$ cat config.mk
export PLATFORM = sky130hd
export DESIGN_NAME = timer_prescaler_period_search_core
export DESIGN_NICKNAME = d
export VERILOG_FILES = /design/src/hdl/tps_pkg.sv /design/src/hdl/tps_div.sv /design/src/hdl/timer_prescaler_period_search_core.sv
export SDC_FILE = /design/constraint.sdc
export NUM_CORES = 2
export LEC_CHECK = 0
export ABC_AREA = 1
export BUFFER_PORTS_ARGS = -buffer_cell sky130_fd_sc_hd__clkbuf_2
export CAP_MARGIN = 0
export CELL_PAD_IN_SITES_DETAIL_PLACEMENT = 0
export CELL_PAD_IN_SITES_GLOBAL_PLACEMENT = 2
export CORE_UTILIZATION = 35
export DETAILED_ROUTE_END_ITERATION = 12
export PLACE_DENSITY_LB_ADDON = 0.1
export SKIP_CTS_REPAIR_TIMING = 1
export SYNTH_ARGS = -nofsm -noshare
export SYNTH_HDL_FRONTEND = slang
export SYNTH_HIERARCHICAL = 1
export SYNTH_SLANG_ARGS = --single-unit
$ cat constraint.sdc
create_clock -name i_clk -period 10.5 [get_ports i_clk]
set_input_delay 0.525 -clock i_clk [delete_from_list [all_inputs] [get_ports i_clk]]
set_output_delay 0.525 -clock i_clk [all_outputs]
set_load 0.05 [all_outputs]
$ cat src/hdl/tps_pkg.sv
// Shared types and constants for the timer prescaler/period search block.
// Used by tps_div and timer_prescaler_period_search_core; no dependencies.
package tps_pkg;

    localparam int unsigned DATA_W = 32;
    localparam int unsigned OUT_W  = 16;
    localparam logic [DATA_W-1:0] CLK_RESET_HZ = 32'd72000000;

    typedef struct packed {
        logic              start;
        logic [DATA_W-1:0] dividend;
        logic [DATA_W-1:0] divisor;
    } t_div_req;

    typedef struct packed {
        logic              done;
        logic [DATA_W-1:0] quotient;
    } t_div_rsp;

endpackage

$ cat src/hdl/tps_div.sv
// Restoring unsigned divider, one quotient bit per cycle, 32-bit operands.
// Depends on tps_pkg for the request/response structs.
module tps_div (
    input  logic             i_clk,
    input  logic             i_rst_n,
    input  tps_pkg::t_div_req i_req,
    output tps_pkg::t_div_rsp o_rsp
);

    localparam int unsigned W     = tps_pkg::DATA_W;
    localparam int unsigned CNT_W = $clog2(W);

    logic [W-1:0]     r_rem;
    logic [W-1:0]     r_quo;
    logic [W-1:0]     r_div;
    logic [CNT_W-1:0] r_cnt;
    logic             r_busy;
    logic             r_done;

    logic [W:0] w_shift;
    logic [W:0] w_diff;
    logic       w_fit;

    assign w_shift = {r_rem, r_quo[W-1]};
    assign w_diff  = w_shift - {1'b0, r_div};
    assign w_fit   = (w_shift >= {1'b0, r_div});

    always_ff @(posedge i_clk) begin
        if (!i_rst_n) begin
            r_busy <= 1'b0;
            r_done <= 1'b0;
        end else begin
            r_done <= 1'b0;
            if (i_req.start) begin
                r_busy <= 1'b1;
            end else if (r_busy && r_cnt == '0) begin
                r_busy <= 1'b0;
                r_done <= 1'b1;
            end
        end
    end

    always_ff @(posedge i_clk) begin
        if (i_req.start) begin
            r_rem <= '0;
            r_quo <= i_req.dividend;
            r_div <= i_req.divisor;
            r_cnt <= CNT_W'(W - 1);
        end else if (r_busy) begin
            r_rem <= w_fit ? w_diff[W-1:0] : w_shift[W-1:0];
            r_quo <= {r_quo[W-2:0], w_fit};
            r_cnt <= r_cnt - 1'b1;
        end
    end

    assign o_rsp.done     = r_done;
    assign o_rsp.quotient = r_quo;

endmodule

$ cat src/hdl/timer_prescaler_period_search_core.sv
// Top level of the timer prescaler/period search: sequencer, best-pair tracking, stream ports.
// Depends on tps_pkg and tps_div.
//
// Takes a requested frequency and walks prescaler values upward from 0, using one shared
// bit-serial divider for both the period quotient and the achieved frequency, keeping the
// pair with the smallest error. One prescaler trial runs the period division, then the
// achieved-frequency division, with sequencing states between; a trial whose period is out
// of range skips the second division. The search ends at the first exact match, when the
// period would drop below 1, or after 2^COUNTER_BITS trials. A zero request goes straight
// to S_FIN, waits there until the output register is free and is then registered there,
// with bad_request set. The input is taken only while no search runs; a finished result may
// wait in the output register while the next request is taken. The user must write the clock
// register through the configuration port only while the block is idle; it is not enforced.
module timer_prescaler_period_search_core #(
    parameter int unsigned COUNTER_BITS = 16
) (
    input  logic         i_clk,
    input  logic         i_rst_n,
    input  logic         i_cfg_we,
    input  logic [31:0]  i_cfg_wdata,     // timer_clock_hz
    input  logic         s_axis_tvalid,
    output logic         s_axis_tready,
    input  logic [31:0]  s_axis_tdata,    // [31:0] requested frequency (Hz)
    output logic         m_axis_tvalid,
    input  logic         m_axis_tready,
    output logic [95:0]  m_axis_tdata,    // [15:0] prescaler, [31:16] period,
                                          // [63:32] achieved frequency, [95:64] freq_error_hz
    output logic [1:0]   m_axis_tuser     // [0] found, [1] bad_request
);

    localparam int unsigned W  = tps_pkg::DATA_W;
    localparam int unsigned CB = COUNTER_BITS;
    localparam logic [W:0]  MAXV = (33'd1 << CB) - 33'd1;
    localparam logic [CB-1:0] MAXP = MAXV[CB-1:0];

    typedef enum logic [8:0] {
        S_IDLE   = 9'b000000001,
        S_PREP   = 9'b000000010,
        S_DIVQ   = 9'b000000100,
        S_CHK    = 9'b000001000,
        S_MUL    = 9'b000010000,
        S_ASTART = 9'b000100000,
        S_DIVA   = 9'b001000000,
        S_CMP    = 9'b010000000,
        S_FIN    = 9'b100000000
    } t_state;

    t_state r_state;
    t_state n_state;

    logic [W-1:0]  r_clk_hz;
    logic [W-1:0]  r_freq;
    logic [W:0]    r_d;        // (p+1) * freq, grows by freq each trial
    logic [CB-1:0] r_p;
    logic [CB-1:0] r_per;
    logic [W-1:0]  r_prod;
    logic [CB-1:0] r_best_p;
    logic [CB-1:0] r_best_per;
    logic [W-1:0]  r_best_act;
    logic [W-1:0]  r_best_err;
    logic          r_found;
    logic          r_bad;
    logic          r_m_valid;
    logic [95:0]   r_m_data;
    logic [1:0]    r_m_user;

    tps_pkg::t_div_req w_div_req;
    tps_pkg::t_div_rsp w_div_rsp;

    logic          w_s_acc;
    logic          w_last;
    logic          w_q_small;
    logic          w_per_big;
    logic [W:0]    w_per;
    logic [W:0]    w_p1;
    logic [W-1:0]  w_mul;
    logic [W-1:0]  w_err;
    logic          w_better;
    logic          w_out_free;

    tps_div u_div (
        .i_clk   (i_clk),
        .i_rst_n (i_rst_n),
        .i_req   (w_div_req),
        .o_rsp   (w_div_rsp)
    );

    assign w_s_acc    = s_axis_tvalid && s_axis_tready;
    assign w_last     = (r_p == MAXP);
    assign w_q_small  = (w_div_rsp.quotient < 32'd2);
    assign w_per      = {1'b0, w_div_rsp.quotient} - 33'd1;
    assign w_per_big  = (w_per > MAXV);
    assign w_p1       = {{(W + 1 - CB){1'b0}}, r_p} + 33'd1;
    // (p+1)*q never exceeds the clock value whenever q >= 2, so 32 bits hold it
    assign w_mul      = w_p1[W-1:0] * w_div_rsp.quotient;
    assign w_err      = (w_div_rsp.quotient > r_freq) ? (w_div_rsp.quotient - r_freq)
                                                      : (r_freq - w_div_rsp.quotient);
    assign w_better   = (w_err < r_best_err);
    assign w_out_free = !r_m_valid || m_axis_tready;

    assign w_div_req.start    = ((r_state == S_PREP) && (r_d <= {1'b0, r_clk_hz}))
                              || (r_state == S_ASTART);
    assign w_div_req.dividend = r_clk_hz;
    assign w_div_req.divisor  = (r_state == S_ASTART) ? r_prod : r_d[W-1:0];

    always_comb begin
        n_state = r_state;
        case (r_state)
            S_IDLE: begin
                if (w_s_acc) begin
                    n_state = (s_axis_tdata == '0) ? S_FIN : S_PREP;
                end
            end
            S_PREP: begin
                // divisor above the clock means quotient zero: search is over
                n_state = (r_d <= {1'b0, r_clk_hz}) ? S_DIVQ : S_FIN;
            end
            S_DIVQ: begin
                if (w_div_rsp.done) begin
                    n_state = S_CHK;
                end
            end
            S_CHK: begin
                if (w_q_small) begin
                    n_state = S_FIN;
                end else if (w_per_big) begin
                    n_state = w_last ? S_FIN : S_PREP;
                end else begin
                    n_state = S_MUL;
                end
            end
            S_MUL:    n_state = S_ASTART;
            S_ASTART: n_state = S_DIVA;
            S_DIVA: begin
                if (w_div_rsp.done) begin
                    n_state = S_CMP;
                end
            end
            S_CMP: begin
                if ((w_better && w_err == '0) || w_last) begin
                    n_state = S_FIN;
                end else begin
                    n_state = S_PREP;
                end
            end
            S_FIN: begin
                if (w_out_free) begin
                    n_state = S_IDLE;
                end
            end
            default: n_state = S_IDLE;
        endcase
    end

    always_ff @(posedge i_clk) begin
        if (!i_rst_n) begin
            r_state   <= S_IDLE;
            r_clk_hz  <= tps_pkg::CLK_RESET_HZ;
            r_m_valid <= 1'b0;
        end else begin
            r_state <= n_state;
            if (i_cfg_we) begin
                r_clk_hz <= i_cfg_wdata;
            end
            if (r_state == S_FIN && w_out_free) begin
                r_m_valid <= 1'b1;
            end else if (m_axis_tready) begin
                r_m_valid <= 1'b0;
            end
        end
    end

    always_ff @(posedge i_clk) begin
        case (r_state)
            S_IDLE: begin
                if (w_s_acc) begin
                    r_freq     <= s_axis_tdata;
                    r_d        <= {1'b0, s_axis_tdata};
                    r_p        <= '0;
                    r_best_p   <= '0;
                    r_best_per <= '0;
                    r_best_act <= '0;
                    r_best_err <= '1;
                    r_found    <= 1'b0;
                    r_bad      <= (s_axis_tdata == '0);
                end
            end
            S_CHK: begin
                r_per <= w_per[CB-1:0];
                if (!w_q_small && w_per_big && !w_last) begin
                    r_p <= r_p + 1'b1;
                    r_d <= r_d + {1'b0, r_freq};
                end
            end
            S_MUL: begin
                r_prod <= w_mul;
            end
            S_CMP: begin
                if (w_better) begin
                    r_best_p   <= r_p;
                    r_best_per <= r_per;
                    r_best_act <= w_div_rsp.quotient;
                    r_best_err <= w_err;
                    r_found    <= 1'b1;
                end
                if (!w_last) begin
                    r_p <= r_p + 1'b1;
                    r_d <= r_d + {1'b0, r_freq};
                end
            end
            S_FIN: begin
                if (w_out_free) begin
                    if (r_bad) begin
                        r_m_data <= '0;
                        r_m_user <= 2'b10;
                    end else begin
                        r_m_data <= {r_best_err,
                                     r_found ? r_best_act : r_clk_hz,
                                     tps_pkg::OUT_W'(r_best_per),
                                     tps_pkg::OUT_W'(r_best_p)};
                        r_m_user <= {1'b0, r_found};
                    end
                end
            end
            default: begin
            end
        endcase
    end

    assign s_axis_tready = (r_state == S_IDLE);
    assign m_axis_tvalid = r_m_valid;
    assign m_axis_tdata  = r_m_data;
    assign m_axis_tuser  = r_m_user;

`ifndef SYNTHESIS
    a_done_when_waiting: assert property (@(posedge i_clk) disable iff (!i_rst_n)
        w_div_rsp.done |-> (r_state == S_DIVQ || r_state == S_DIVA))
        else $error("divider finished outside a wait state");

    a_flags_exclusive: assert property (@(posedge i_clk) disable iff (!i_rst_n)
        m_axis_tvalid |-> !(m_axis_tuser[0] && m_axis_tuser[1]))
        else $error("found and bad_request both set");

    a_not_found_err: assert property (@(posedge i_clk) disable iff (!i_rst_n)
        (m_axis_tvalid && m_axis_tuser == 2'b00) |-> (m_axis_tdata[95:64] == '1))
        else $error("no pair found but error is not all ones");

    a_busy_not_ready: assert property (@(posedge i_clk) disable iff (!i_rst_n)
        w_div_req.start |=> !s_axis_tready)
        else $error("input ready while a division runs");
`endif

endmodule
Word level (Yosys, flattened, before mapping):

Index checks and enable logic that the tools add are counted.

* bits in registers: 470
* logic and storage cells: 127

* add/subtract/negate cells: 8
* multiply operators: 1
* order comparisons: 6
* eq/ne operators: 17
* mux-type cells: 44
* bitwise operators: 1
* reduce and logical (&&, ||, !) cells: 27

Operators with widths (count)
* $mux 32: 10
* $pmux 32 s2: 2
* $mux 33: 3
* $pmux 33 s3: 1
* $sub 32x32->32: 3
* $mux 9: 10
* $pmux 9 s9: 1
* $mux 16: 5
* $logic_not 32->1: 2
* $pmux 16 s2: 2
* $pmux 16 s3: 1
* $add 33x32->33: 1
* $ge 33x32->1: 1
* $gt 33x16->1 const B: 1
* $le 33x32->1: 1
* $sub 32x1->33 const B: 1
* $gt 32x32->1: 1
* $lt 32x2->1 const B: 1
* $lt 32x32->1: 1
* $mul 17x32->32: 1
* $add 16x1->17 const B: 1
* $add 16x1->16 const B: 1
* $eq 16x16->1 const B: 1
* $eq 9x1->1 const B: 1
* other kinds (25): 51

Longest topological paths before layout:

* depth after elaboration: 7
* gate-level depth with buffers: 36

By module:

The synthesis kept the hierarchy.

Modules (own cells, without submodules)
* timer_prescaler_period_search_core: times used 1, cells an instance 4349, area an instance 35029.8 um^2
* tps_div: times used 1, cells an instance 958, area an instance 6665.1 um^2

Worst setup path after synthesis:

OpenSTA, ideal clock, no wires.

* kind: flip-flop to flip-flop
* start point: reg r_m_valid (netlist: m_axis_tvalid)
* end point: reg r_m_data[0] (netlist: m_axis_tdata[0]) (enable)
* setup time: 796 ps
* arrival time: 9928 ps
* path slack: -224 ps
* cell stages (with the launch flop): 4
* clock period less this slack: 10724 ps
* path through: dfxtp_1 > inv_1 > nor2_1 > nor4_1

* cells in the longest elaborated chain, start to end: 3

Ends and longest elaborated chain
* start: declaration: line timer_prescaler_period_search_core.sv:63 `logic r_m_valid;`
* start signal: assignment: line timer_prescaler_period_search_core.sv:159 `r_m_valid <= 1'b0;`
* start signal: assignment: line timer_prescaler_period_search_core.sv:166 `r_m_valid <= 1'b1;`
* start signal: assignment: line timer_prescaler_period_search_core.sv:168 `r_m_valid <= 1'b0;`
* $logic_not 1->1: line timer_prescaler_period_search_core.sv:99 `assign w_out_free = !r_m_valid || m_axis_tready;`
* $logic_or 1x1->1: line timer_prescaler_period_search_core.sv:99
* $reduce_and 2->1 (no source line)
* end signal: assignment: line timer_prescaler_period_search_core.sv:217 `r_m_data <= {r_best_err,`
* end: declaration: line timer_prescaler_period_search_core.sv:64 `logic [95:0] r_m_data;`

No other way between the ends.
A chain may end at the register's enable or synchronous reset.

Worst setup path after layout:

* start point: reg r_p[0]
* end point: reg r_prod[28] (data pin)

* cells in the longest elaborated chain, start to end: 2

Ends and longest elaborated chain
* start: declaration: line timer_prescaler_period_search_core.sv:54 `logic [CB-1:0] r_p;`
* start signal: assignment: line timer_prescaler_period_search_core.sv:191 `r_p <= r_p + 1'b1;`
* start signal: assignment: line timer_prescaler_period_search_core.sv:207 `r_p <= r_p + 1'b1;`
* $add 16x1->17: line timer_prescaler_period_search_core.sv:93 `assign w_p1 = {{(W + 1 - CB){1'b0}}, r_p} + 33'd1;`
* $mul 17x32->32: line timer_prescaler_period_search_core.sv:95 `assign w_mul = w_p1[W-1:0] * w_div_rsp.quotient;`
* via w_mul[28]: line timer_prescaler_period_search_core.sv:76 `logic [W-1:0] w_mul;`
* end signal: assignment: line timer_prescaler_period_search_core.sv:196 `r_prod <= w_mul;`
* end: declaration: line timer_prescaler_period_search_core.sv:56 `logic [W-1:0] r_prod;`

The timed path passes the listed nets, and every way through them passes these cells.

==> results.toml <==
[status]
status = "completed"

[die]
die_width_um = 347
dieArea_um2 = 121000
ioPinCount = 169
core_um2 = 118000
chipHeight_um = 347
start_util_pct = 35.3
num_rows = 126

[global_routing]
grt_max_degree = 69
track_usage_pct = 27.7
grt_pass1_vias = 35796
antenna_found_initial = 6
grt_first_pass_wirelength_um = 243000
grt-ovfl-total = 0

[synth]
ys_ff_latch = 470
yosys_warnings = 6
synthFlopType = "edfxtp_1"
ys_seq_area_share_pct = 31.9
ys_types = 61
synthMuxAreaShare_pct = 0.810
synth_adder_area_share_pct = 23.3
async_flop_share_pct = 0
synth_top_area_share_pct = 28.0
synth_top_family_by_area = "adder cells"
synthCells = 5307
synth-compound-area-share_pct = 6.53
synth.avg_cell_area_um2 = 7.86
synthSimpleGateAreaFrac_pct = 23.1
synth_nets = 5960
synth_enable_flop_cells = 389
yosys.area.top_type = "edfxtp_1"
synth_xor_area_share_pct = 2.75
synth_area_leaders = "edfxtp_1, fa_1, nand2_1, inv_1, ha_1"
synth_area_um2 = 41700

[routing]
viasPerCell = 5.00
via_count = 35121
route.detailed.drc = 0
dr.pass1.iters = 7
wl_per_cell_um = 23.8
routed_wl_um = 167000
drtIter0Drc = 2814
antenna_left = 0

[setup_path]
r2r_start = "r_p[0]"
rr_worst_depth = 29
end_kind = "register"
worstPathMaxFanout = 29
critPathSlowestCell = "inv_1"
crit_start = "r_p[0]"
cpPeakStageDelay_ps = 810
startpoint_type = "register"
cpLargestDelayFamily = "adder cells"
path_depth = 29
cp.required_ps = 10910
critPathKind = "register to register"
path_buf_inv = 6
crit_arrival_ps = 9170

[timing]
finalHoldViolations = 0
setup_violations = 0
max_freq_mhz = 114
worst_pin_slew_ps = 1220
tns_ps = 0
slew_headroom_pct = 17.6
rsz0062_at_grt = "false"
skew_ps = 29.4
slew_viol_final = 0
period_needed_ps = 8760
period_share_pct = 83.5

[final_layout]
multi_input_area_um2 = 23600
drive_gt1_share_pct = 7.78
fin_nets = 6096
syn2layout_area_growth_pct = 10.6
regArea_um2 = 13300
utilization_pct = 39.1
layout_commonest_cell = "nand2_1"
fillers = 12493
final_cell_mix = "nand2_1, inv_1, nor2_1, edfxtp_1, fa_1"

[clock_tree]
clk_latency_ps = 670
cts.root.buffer_cell = "clkbuf_16"
htree_num_levels = 2
cts_buffers = 55
clk_pin_slew_ps = 70
cts_max_path_buffers = 3
clock_sinks = 470
cts_tree = "done"

[placement]
io_buffer_count = 168
dp_hpwl_um = 132000
gp_congestion = 0.942

[worst_hold_path]
hold_path_class = "input port to register"
worstHoldStart = "s_axis_tdata[7]"
hold-path-cell-count = 1

[flow_run]
max_cap_violations = 0
==> synthesized netlist by cell type (22+ instances only) <==
cell,number
a211oi_1,33
a21oi_1,222
clkbuf_1,118
dfxtp_1,81
edfxtp_1,389
fa_1,323
ha_1,261
inv_1,1085
mux2_2,30
nand2_1,1422
nand3_1,191
nand3b_1,34
nand4_1,51
nor2_1,539
nor3_1,40
o21ai_0,119
o21ai_1,25
o21bai_1,22
xnor2_1,45
xor2_1,86
==> through the flow <==
step / hold WS, ps / worst slack, ps / area, µm² / instances
floorplan: 424 / 1490 / 41700 / 5307
global placement: 442 / 1730 / 44400 / 6922
detailed placement: 448 / 1640 / 44400 / 6922
CTS: 47.0 / 1610 / 46100 / 7025
global route: 75.2 / 1280 / 46100 / 7025
finish: 87.0 / 1740 / 46100 / 7027
==> kinds of logic (layout without fill, tap and decap cells) <==
family	count (synthesis)	count (layout)
AND/OR/NAND/NOR	2353	2353
buffers and inverters	1258	1440
adder cells (fa/ha/maj)	584	584
AO/OA/AOI/OAI	481	481
flip-flops	470	470
XOR/XNOR	131	131
multiplexers	30	30
other	0	2
==> state kept, by name, indices dropped and copies added (netlist names), 2 cells and up <==
register	cells
r_best_per	16
r_p	16
r_state	9
r_clk_hz	32
m_axis_tuser	2
m_axis_tdata	96
r_best_p	16
u_div/r_div	32
r_d	33
r_freq	32
r_prod	32
r_best_act	32
u_div/r_rem	32
r_best_err	32
r_per	16
u_div/r_quo	32
u_div/r_cnt	5
==> worst paths after layout <==
path | end | slack (ps)
setup / recovery | r_prod[28] | 1740
setup reg to reg | r_prod[28] | 1740
hold / removal | r_freq[7] | 90
hold reg to reg | m_axis_tuser[1] | 470
==> final cells by class <==
cell class,count,area share (%)
clock buffer,74,3.27
timing repair buffer,234,2.92
multi-input combinational,3579,51.3
clock inverter,29,0.521
inverter,1103,8.98
tap,1536,4.17
antenna,2,0.0109
sequential,470,28.8
==> metal layers <==
metal	wire, µm	up-vias	share of wire [%]	GRT usage, %
met5	0	-	0	0
li1	-	16700	-	-
met2	79000	926	47	46.7
met3	8200	227	4.9	2.57
met4	5610	0	3.4	8.67
met1	74600	17268	45	37.4
Power is not shown: default switching activity piles up to over one toggle a cycle in this logic, so the estimate is an artifact.
